File: config.mk
export PLATFORM = sky130hd
export DESIGN_NAME = raster_to_vertical_page_bytes
export DESIGN_NICKNAME = d
export VERILOG_FILES = /design/src/design/rtvpb_pkg.sv /design/src/design/rtvpb_ram.sv /design/src/design/raster_to_vertical_page_bytes.sv
export SDC_FILE = /design/constraint.sdc
export NUM_CORES = 2
export LEC_CHECK = 0
export ABC_AREA = 1
export BUFFER_PORTS_ARGS = -buffer_cell sky130_fd_sc_hd__buf_4
export CAP_MARGIN = 0
export CORE_MARGIN = 2
export CORE_UTILIZATION = 55
export DETAILED_ROUTE_END_ITERATION = 10
export PLACE_DENSITY = 0.76
export SYNTH_ARGS = -nofsm -noshare
export SYNTH_HDL_FRONTEND = slang
export SYNTH_HIERARCHICAL = 1
export SYNTH_SLANG_ARGS = --single-unit
export TNS_END_PERCENT = 30
File: constraint.sdc
create_clock -name clk -period 18.3 [get_ports clk]
set_clock_uncertainty 0.1 [all_clocks]
set_input_delay 2.745 -clock clk [delete_from_list [all_inputs] [get_ports clk]]
set_output_delay 2.745 -clock clk [all_outputs]
set_load 0.005 [all_outputs]
File: src/design/rtvpb_pkg.sv
// Package for the raster to vertical page byte converter.
// Holds size constants, register indexes, reset values and the clamp helper.
// No dependencies.
package rtvpb_pkg;

	localparam int MAX_WIDTH  = 256;
	localparam int MAX_HEIGHT = 256;

	localparam int COL_W     = $clog2(MAX_WIDTH);
	localparam int ROW_W     = $clog2(MAX_HEIGHT);
	localparam int DIM_W     = 9;
	localparam int PAGE_W    = 5;
	localparam int LEVEL_W   = 8;
	localparam int STORE_W   = 7;
	localparam int CFG_IDX_W = 2;

	localparam logic [CFG_IDX_W-1:0] REG_IMAGE_WIDTH    = 2'd0;
	localparam logic [CFG_IDX_W-1:0] REG_IMAGE_HEIGHT   = 2'd1;
	localparam logic [CFG_IDX_W-1:0] REG_ROWS_TOP_FIRST = 2'd2;

	localparam logic [DIM_W-1:0] RST_IMAGE_WIDTH  = 9'd128;
	localparam logic [DIM_W-1:0] RST_IMAGE_HEIGHT = 9'd64;
	localparam logic             RST_TOP_FIRST    = 1'b0;

	function automatic logic [DIM_W-1:0] clamp_dim(input logic [DIM_W-1:0] v,
			input logic [DIM_W-1:0] maxv);
		logic [DIM_W-1:0] res;
		if (v == '0) begin
			res = DIM_W'(1);
		end else if (v > maxv) begin
			res = maxv;
		end else begin
			res = v;
		end
		return res;
	endfunction

endpackage

File: src/design/rtvpb_ram.sv
// Generic single write port, single read port RAM with registered read.
// Read data holds while read enable is low. No dependencies.
module rtvpb_ram #(
	parameter int WIDTH = 8,
	parameter int DEPTH = 256
) (
	input  logic                     clk,
	input  logic                     we,
	input  logic [$clog2(DEPTH)-1:0] waddr,
	input  logic [WIDTH-1:0]         wdata,
	input  logic                     re,
	input  logic [$clog2(DEPTH)-1:0] raddr,
	output logic [WIDTH-1:0]         rdata
);

	logic [WIDTH-1:0] mem_q [DEPTH];

	always_ff @(posedge clk) begin
		if (we) begin
			mem_q[waddr] <= wdata;
		end
		if (re) begin
			rdata <= mem_q[raddr];
		end
	end

endmodule

File: src/design/raster_to_vertical_page_bytes.sv
// Channel   | Handshake               | Payload
// ----------+-------------------------+-------------------------------------------
// pixel     | pixel_valid/pixel_stall | red_level
// byte      | byte_valid/byte_stall   | page_byte, page_index, column, page_end,
//           |                         | frame_end
// cfg       | cfg_valid/cfg_ready     | cfg_index, cfg_data
//
// One pixel per cycle while pixel_stall is low. The pixel that completes a byte
// is registered in stage 1, the byte then in the output register. The column
// line store read is registered, with forwarding of a write in the same cycle.
// arst_n clears counters, config and valids, not the data or the line store.
// A stalled byte holds the output register; pixel_stall rises only when the
// stage behind the line store is also full.
// Top level: uses rtvpb_pkg and rtvpb_ram.
module raster_to_vertical_page_bytes
	import rtvpb_pkg::*;
(
	input  logic                 clk,
	input  logic                 arst_n,
	input  logic                 cfg_valid,
	output logic                 cfg_ready,
	input  logic [CFG_IDX_W-1:0] cfg_index,
	input  logic [DIM_W-1:0]     cfg_data,
	input  logic                 pixel_valid,
	output logic                 pixel_stall,
	input  logic [LEVEL_W-1:0]   red_level,
	output logic                 byte_valid,
	input  logic                 byte_stall,
	output logic [7:0]           page_byte,
	output logic [PAGE_W-1:0]    page_index,
	output logic [COL_W-1:0]     column,
	output logic                 page_end,
	output logic                 frame_end
);

	logic [DIM_W-1:0] width_q, height_q;
	logic             top_first_q;
	logic [COL_W-1:0] col_q;
	logic [ROW_W-1:0] row_q;

	logic [DIM_W-1:0] w, h;
	logic [COL_W-1:0] c;
	logic [ROW_W-1:0] s, y;
	logic [2:0]       r;
	logic [5:0]       pages;
	logic             in_page, row_end, last_page, accept, advance;

	logic               valid_s1, bit_s1, top_s1, clr_s1, emit_s1, wr_s1;
	logic               row_end_s1, last_s1, fwd_hit_s1;
	logic [2:0]         sh_s1;
	logic [COL_W-1:0]   col_s1;
	logic [PAGE_W-1:0]  page_s1;
	logic [STORE_W-1:0] fwd_data_s1;

	logic [STORE_W-1:0] ram_rdata, prior, wdata;
	logic [7:0]         byte_d;
	logic               ram_we;

	assign cfg_ready = 1'b1;

	assign w = clamp_dim(width_q, DIM_W'(MAX_WIDTH));
	assign h = clamp_dim(height_q, DIM_W'(MAX_HEIGHT));
	assign c = ({1'b0, col_q} >= w) ? '0 : col_q;
	assign s = ({1'b0, row_q} >= h) ? '0 : row_q;
	assign y = top_first_q ? s : ROW_W'(h - DIM_W'(1) - {1'b0, s});
	assign r = y[2:0];
	assign pages = h[DIM_W-1:3];
	assign in_page = {1'b0, y[ROW_W-1:3]} < pages;
	assign row_end = ({1'b0, c} == (w - DIM_W'(1)));
	assign last_page = top_first_q ? ({1'b0, y[ROW_W-1:3]} == (pages - 6'd1)) : (y == '0);

	assign advance = !(byte_valid && byte_stall);
	assign pixel_stall = valid_s1 && !advance;
	assign accept = pixel_valid && !pixel_stall;
	assign ram_we = valid_s1 && wr_s1 && advance;

	always_ff @(posedge clk or negedge arst_n) begin
		if (!arst_n) begin
			width_q <= RST_IMAGE_WIDTH;
			height_q <= RST_IMAGE_HEIGHT;
			top_first_q <= RST_TOP_FIRST;
		end else if (cfg_valid && cfg_ready) begin
			case (cfg_index)
				REG_IMAGE_WIDTH:    width_q <= cfg_data;
				REG_IMAGE_HEIGHT:   height_q <= cfg_data;
				REG_ROWS_TOP_FIRST: top_first_q <= cfg_data[0];
				default: ;
			endcase
		end
	end

	always_ff @(posedge clk or negedge arst_n) begin
		if (!arst_n) begin
			col_q <= '0;
			row_q <= '0;
		end else if (accept) begin
			if (({1'b0, c} + DIM_W'(1)) >= w) begin
				col_q <= '0;
				row_q <= (({1'b0, s} + DIM_W'(1)) >= h) ? '0 : s + ROW_W'(1);
			end else begin
				col_q <= c + COL_W'(1);
			end
		end
	end

	rtvpb_ram #(
		.WIDTH(STORE_W),
		.DEPTH(MAX_WIDTH)
	) u_line_store (
		.clk  (clk),
		.we   (ram_we),
		.waddr(col_s1),
		.wdata(wdata),
		.re   (accept),
		.raddr(c),
		.rdata(ram_rdata)
	);

	always_ff @(posedge clk or negedge arst_n) begin
		if (!arst_n) begin
			valid_s1 <= 1'b0;
		end else if (accept) begin
			valid_s1 <= 1'b1;
		end else if (advance) begin
			valid_s1 <= 1'b0;
		end
	end

	always_ff @(posedge clk) begin
		if (accept) begin
			bit_s1 <= (red_level == '0);
			top_s1 <= top_first_q;
			clr_s1 <= top_first_q ? (r == 3'd0) : (r == 3'd7);
			emit_s1 <= in_page && (top_first_q ? (r == 3'd7) : (r == 3'd0));
			wr_s1 <= in_page && (top_first_q ? (r != 3'd7) : (r != 3'd0));
			sh_s1 <= top_first_q ? (3'd6 - r) : (3'd7 - r);
			col_s1 <= c;
			page_s1 <= y[ROW_W-1:3];
			row_end_s1 <= row_end;
			last_s1 <= last_page;
			fwd_hit_s1 <= ram_we && (col_s1 == c);
			fwd_data_s1 <= wdata;
		end
	end

	always_comb begin
		prior = clr_s1 ? '0 : (fwd_hit_s1 ? fwd_data_s1 : ram_rdata);
		wdata = prior | (STORE_W'(bit_s1) << sh_s1);
		byte_d = top_s1 ? {prior, bit_s1} : {bit_s1, prior};
	end

	always_ff @(posedge clk or negedge arst_n) begin
		if (!arst_n) begin
			byte_valid <= 1'b0;
		end else if (advance) begin
			byte_valid <= valid_s1 && emit_s1;
		end
	end

	always_ff @(posedge clk) begin
		if (advance && valid_s1 && emit_s1) begin
			page_byte <= byte_d;
			page_index <= page_s1;
			column <= col_s1;
			page_end <= row_end_s1;
			frame_end <= row_end_s1 && last_s1;
		end
	end

endmodule

-- Word level (Yosys, flattened, before mapping)
Memory sizes are Yosys's and may differ from the RTL's. A register that Yosys moved wholly into a read port is not among the register bits.
Index checks and enable logic that the tools add are counted.
Widths: inputs -> output; s select.
- add/subtract/negate cells: 10
- order comparisons: 7
- shift-type cells: 1
- reductions and logical operators: 25
- multiplexer cells: 21
- bitwise logic cells: 1
- equal/unequal tests: 8
- operators by type and width (kind ; count):
    $mux 8 ; 6
    $mux 9 ; 4
    $add 8x1->9 const B ; 2
    $ge 8x9->1 ; 2
    $ge 9x9->1 ; 2
    $gt 9x9->1 const B ; 2
    $logic_not 9->1 ; 2
    $add 8x1->8 const B ; 2
    $logic_not 8->1 ; 2
    $mux 7 ; 2
    $logic_and 1x1->1 ; 12
    $eq 8x9->1 ; 1
    $sub 9x1->9 const B ; 1
    $eq 8x8->1 ; 1
    $mux 1 ; 8
    $reduce_and 2->1 ; 4
    $sub 8x1->8 const B ; 1
    $sub 8x8->8 ; 1
    $or 7x7->7 ; 1
    $shl 1x3->7 ; 1
    $eq 5x6->1 ; 1
    $lt 5x6->1 ; 1
    $sub 3x3->3 const A ; 2
    $sub 6x1->6 const B ; 1
    10 further kinds ; 11
- output and inout bits: 26
- logic and storage cells: 98
- memory bits (writable): 1792
- register bits after elaboration: 91
- memories: 1
- input bits: 24
- memory list (memory ; depth ; bits a word ; read ports ; clocked after memory_dff ; write ports ; RTL line ; RTL):
    u_line_store.mem_q ; 256 ; 7 ; 1 ; 1 ; 1 ; rtvpb_ram.sv:16 ; logic [WIDTH-1:0] mem_q [DEPTH];

-- Longest topological paths before layout
- depth in word-level cells: 10
- gate-level depth with buffers: 31
- gate-level depth less buffers: 31

-- Hierarchy
Netlist, hierarchy kept.
- by module, submodules not included (module ; times used ; area an instance (um^2) ; cells an instance ; sequential area each (um^2)):
    rtvpb_ram ; 1 ; 73339.1 ; 6218 ; 54021.8
    raster_to_vertical_page_bytes ; 1 ; 5794.3 ; 703 ; 2549.9

-- Least setup slack after synthesis
OpenSTA, ideal clock, no wires.
- path kind: flip-flop to flip-flop
- start point: register sh_s1[1]
- end point: register fwd_data_s1[0], data pin
- clock period less this slack: 12799 ps
- stages on the path, launching flop included: 4
- arrival: 10505 ps
- path buffers: 0
- setup slack: 5501 ps
- library setup time: 2194 ps
- path through: edfxtp_1 -> inv_1 -> nand3_1 -> o21ai_0
- longest elaborated chain between the ends: 2
- RTL lines (item ; RTL line ; RTL):
    from (decl) ; raster_to_vertical_page_bytes.sv:50 ; logic [2:0] sh_s1;
    from (signal assigned) ; raster_to_vertical_page_bytes.sv:136 ; sh_s1 <= top_first_q ? (3'd6 - r) : (3'd7 - r);
    $shl 1x3->7 ; raster_to_vertical_page_bytes.sv:148 ; wdata = prior | (STORE_W'(bit_s1) << sh_s1);
    $or 7x7->7 ; raster_to_vertical_page_bytes.sv:148 ;
    named net wdata[0] ; raster_to_vertical_page_bytes.sv:55 ; logic [STORE_W-1:0] ram_rdata, prior, wdata;
    to (signal assigned) ; raster_to_vertical_page_bytes.sv:142 ; fwd_data_s1 <= wdata;
    to (decl) ; raster_to_vertical_page_bytes.sv:53 ; logic [STORE_W-1:0] fwd_data_s1;
The timed path passes the listed nets, and every way through them passes these cells.
A chain may end at the register's enable or synchronous reset.

-- Final worst setup path
- start point: register width_q[2]
- end point: register u_line_store.rdata[5], read port of u_line_store.mem_q, data pin
- longest elaborated chain between the ends: 5
- elaborated cells on any way between the ends: 6
- those cells by class: order compare: 2; mux: 3; reduce/logical: 1
- RTL lines (item ; RTL line ; RTL):
    from (decl) ; raster_to_vertical_page_bytes.sv:36 ; logic [DIM_W-1:0] width_q, height_q;
    from (signal assigned) ; raster_to_vertical_page_bytes.sv:84 ; REG_IMAGE_WIDTH: width_q <= cfg_data;
    $gt 9x9->1 ; rtvpb_pkg.sv:30 ; end else if (v > maxv) begin
    $mux 9 ; rtvpb_pkg.sv:30 ;
    $mux 9 * ; rtvpb_pkg.sv:28 ; if (v == '0) begin
    $ge 8x9->1 * ; raster_to_vertical_page_bytes.sv:63 ; assign c = ({1'b0, col_q} >= w) ? '0 : col_q;
    $mux 8 * ; raster_to_vertical_page_bytes.sv:63 ;
    named net c[0] ; raster_to_vertical_page_bytes.sv:42 ; logic [COL_W-1:0] c;
    to (decl) ; rtvpb_ram.sv:13 ; output logic [WIDTH-1:0] rdata
The timed path passes the listed nets; every way through them passes the cells marked *.

==> run_results.csv <==
group,metric,value,unit
outcome,outcome,"finished, final reports clean",
clocking,clock_latency,820,ps
timing,setup_viol,0,
worst_setup_path,slowest_stage,"buf_4",
drt,dr.pass1.iters,8,
die,coreArea,143000,µm²
cells_and_area,layout_commonest_cell,"nand2_1",
clocking,cts_tree,"done",
placement,placed_cells_incl_taps,8508,
clocking,ctsRootBufferMaster,"clkbuf_16",
worst_setup_path,crit_top_cell,"nand3_1",
die,rows,139,
drt,wirelength,206000,µm
worst_setup_path,cp_max_fo,227,
clocking,cts-buffers-inserted,185,
cells_and_area,antennaDiodeCount,0,
worst_setup_path,crit_type,"flop to flop",
grt,track_usage,27.7,%
timing,hold_violations,0,
timing,fmax,118,MHz
synthesis,synthCells,6921,
synthesis,synth_cell_types,43,
worst_setup_path,required,18880,ps
timing,slew_headroom,13.0,%
clocking,clock_path_buffers,3,
die,die_h,383,µm
power,ir_drop,0.000283,V
die,start_util,55.3,%
clocking,numClockSinks,1890,
drt,wire_per_inst,23.2,µm
placement,portBuffers,48,
synthesis,syn_area,79100,µm²
cells_and_area,num-nets-final,6869,
timing,worstMarginPinSlew,1300,ps
power,p_leak,0.0308,µW
drt,vias_per_cell,6.11,
worst_setup_path,critPathTopFamily,"buffers and inverters",
cells_and_area,layout.cells.non_filler,8850,
grt,antenna_found_initial,1,
worst_setup_path,crit_buf_inv,5,
clocking,cts_hold_buffers,0,
cells_and_area,fill_cells,10800,
clocking,cts_setup_buffers,0,
worst_setup_path,startpoint_type,"flop",
synthesis,syn_area_per_cell,11.4,µm²
synthesis,synth_warnings,6,
timing,fin_crit,8440,ps
worst_setup_path,arrival,9020,ps
grt,grt_overflow,0,
die,ios,50,
placement,gp_congestion,0.900,
timing,rsz0062_at_grt,"false",
clocking,htree_levels,4,
timing,period_share,46.1,%
drt,drc_errors,0,
worst_setup_path,end_kind,"flop",
die,dieWidth,383,µm
worst_hold_path,hp-class,"flop to flop",
synthesis,async_flop_share,1.96,%
die,die_area,147000,µm²
drt,vias,54100,
cells_and_area,final_cell_mix,"nand2_1, edfxtp_1, nand3_1",
synthesis,postSynthRegisterBits,1890,
timing,finalMaxSlewViolations,0,
grt,grt_max_degree,262,
drt,antenna_left,0,
cells_and_area,drive_gt1_share,5.93,%
cells_and_area,synthToLayoutAreaGrowth,9.19,%
power,power_density,179,nW/µm²
clocking,clk_pin_slew,70,ps
drt,drt_iter0_drc,8020,
synthesis,synth_nets,6998,
grt,grt_pass1_wl,310000,µm
timing,tns,0,ps
grt,grt_pass1_vias,52100,
worst_setup_path,critPathMaxStageDelay,1040,ps
synthesis,synth_ff_type,"edfxtp_1",
synthesis,yosysSeqAreaShare,71.5,%
flow_run,drv_cap,0,
placement,place_hpwl,114000,µm
clocking,cts_resized,0,
synthesis,synth-edff-count,1853,
==> final timing paths <==
path / start / to / slack [ps] / cells past startpoint
setup / recovery: width_q[2] / u_line_store/rdata[5] / 9860 / 26
hold / removal: page_s1[3] / page_index[3] / 320 / 0
setup reg to reg: width_q[2] / u_line_store/rdata[5] / 9860 / 26
hold reg to reg: page_s1[3] / page_index[3] / 320 / 0
max in group asynchronous: arst_n / width_q[7] / 15910 / 1
min in group asynchronous: arst_n / row_q[7] / 1820 / 1
==> sequential cells by signal, summed over array words and instances (netlist names), 3 cells and up <==
name,cells
col_q,8
col_s1,8
column,8
fwd_data_s1,7
height_q,9
page_byte,8
page_index,5
page_s1,5
row_q,8
sh_s1,3
u_line_store/mem_q,1792
u_line_store/rdata,7
width_q,9
==> worst register-to-register path, cell delays in order (launching register included) <==
cell and delay (ps):
dfrtp_1 400, nor3_1 210, nand3_1 110, nor2_1 140, nor2_2 90, nor2_1 190, inv_1 130, ha_1 330
a21oi_1 160, o21ai_0 120, a21oi_2 180, nand3_4 210, nor2_4 310, buf_4 780, buf_4 1110, buf_12 780
buf_4 1270, nand2_1 190, nand3_1 130, nand3_1 120, nand3_1 230, nand3_1 130, nand2_1 150, nand2_1 120
nand3_1 250, nand3_1 250, nand2_1 130
==> cell families (layout without fill, tap and decap cells) <==
family | after synthesis | in the layout | share of synthesized area (%)
AO/OA/AOI/OAI | 107 | 107 | 0.732
buffers and inverters | 596 | 622 | 3.55
AND/OR/NAND/NOR | 4254 | 4254 | 23.2
XOR/XNOR | 20 | 20 | 0.221
adder cells (fa/ha/maj) | 53 | 53 | 0.847
flip-flops | 1890 | 1890 | 71.5
other | 1 | 1 | 0.00474
==> report_power, final <==
group / internal [µW] / leakage (µW) / switching, µW / total [µW]
clock: 2170 / 0.00294 / 1590 / 3760
sequential: 5450 / 0.0173 / 75.0 / 5520
combinational: 1500 / 0.0105 / 4650 / 6150
total: 9120 / 0.0308 / 6320 / 15400
==> cells in the mapped netlist (2+ instances only) <==
| library cell | instances | area, µm² |
|---|---|---|
| nand2_1 | 2086 | 7830 |
| edfxtp_1 | 1853 | 55600 |
| nand3_1 | 1779 | 8900 |
| nor2_1 | 348 | 1310 |
| buf_2 | 227 | 1140 |
| inv_1 | 154 | 578 |
| clkbuf_1 | 107 | 402 |
| o21ai_0 | 56 | 280 |
| ha_1 | 52 | 651 |
| buf_4 | 42 | 315 |
| buf_1 | 41 | 154 |
| dfrtp_1 | 35 | 876 |
| a21oi_1 | 26 | 130 |
| xor2_1 | 17 | 149 |
| buf_6 | 16 | 180 |
| nor3_1 | 12 | 60.1 |
| o22ai_1 | 9 | 56.3 |
| nand4_1 | 8 | 50.1 |
| inv_2 | 5 | 18.8 |
| nor4_1 | 5 | 31.3 |
| o21bai_1 | 5 | 37.5 |
| nand3b_1 | 4 | 30.0 |
| o21ai_1 | 4 | 20.0 |
| nor2_2 | 3 | 18.8 |
| nor2_4 | 3 | 33.8 |
| xnor2_1 | 3 | 26.3 |
| a21o_1 | 2 | 15.0 |
| clkinv_1 | 2 | 7.51 |
| dfstp_2 | 2 | 52.6 |
| o211ai_1 | 2 | 15.0 |
==> final cells by class <==
class	instances	area [µm²]	share of cell area [%]
Clock buffer	241	5070	5.86
Clock inverter	101	931	1.08
Inverter	162	642	0.743
Multi-Input combinational cell	4435	19900	23.0
Sequential cell	1890	56600	65.5
Tap cell	1903	2380	2.76
Timing Repair Buffer	118	961	1.11
==> per-layer routing <==
| layer | GRT usage [%] | share of wire, % | up-vias |
|---|---|---|---|
| met4 | 13.4 | 5.0 | 2 |
| met3 | 5.79 | 12 | 596 |
| met1 | 37.2 | 37 | 25900 |
| met2 | 43.4 | 46 | 3460 |
| met5 | 0 | 0.0034 | - |
| li1 | - | - | 24100 |
==> metrics by stage <==
stage	worst slack (ps)	hold WS [ps]	power [µW]	util [%]	instance area, µm²
CTS	10210	323	15300	60.4	86400
floorplan	5500	300	10200	-	79100
global placement	10320	310	11500	56.2	80400
global route	9570	331	16100	60.4	86400
detailed placement	10250	306	11600	56.2	80400
finish	9860	320	15400	60.4	86400
(Power assumes the default switching activity.)
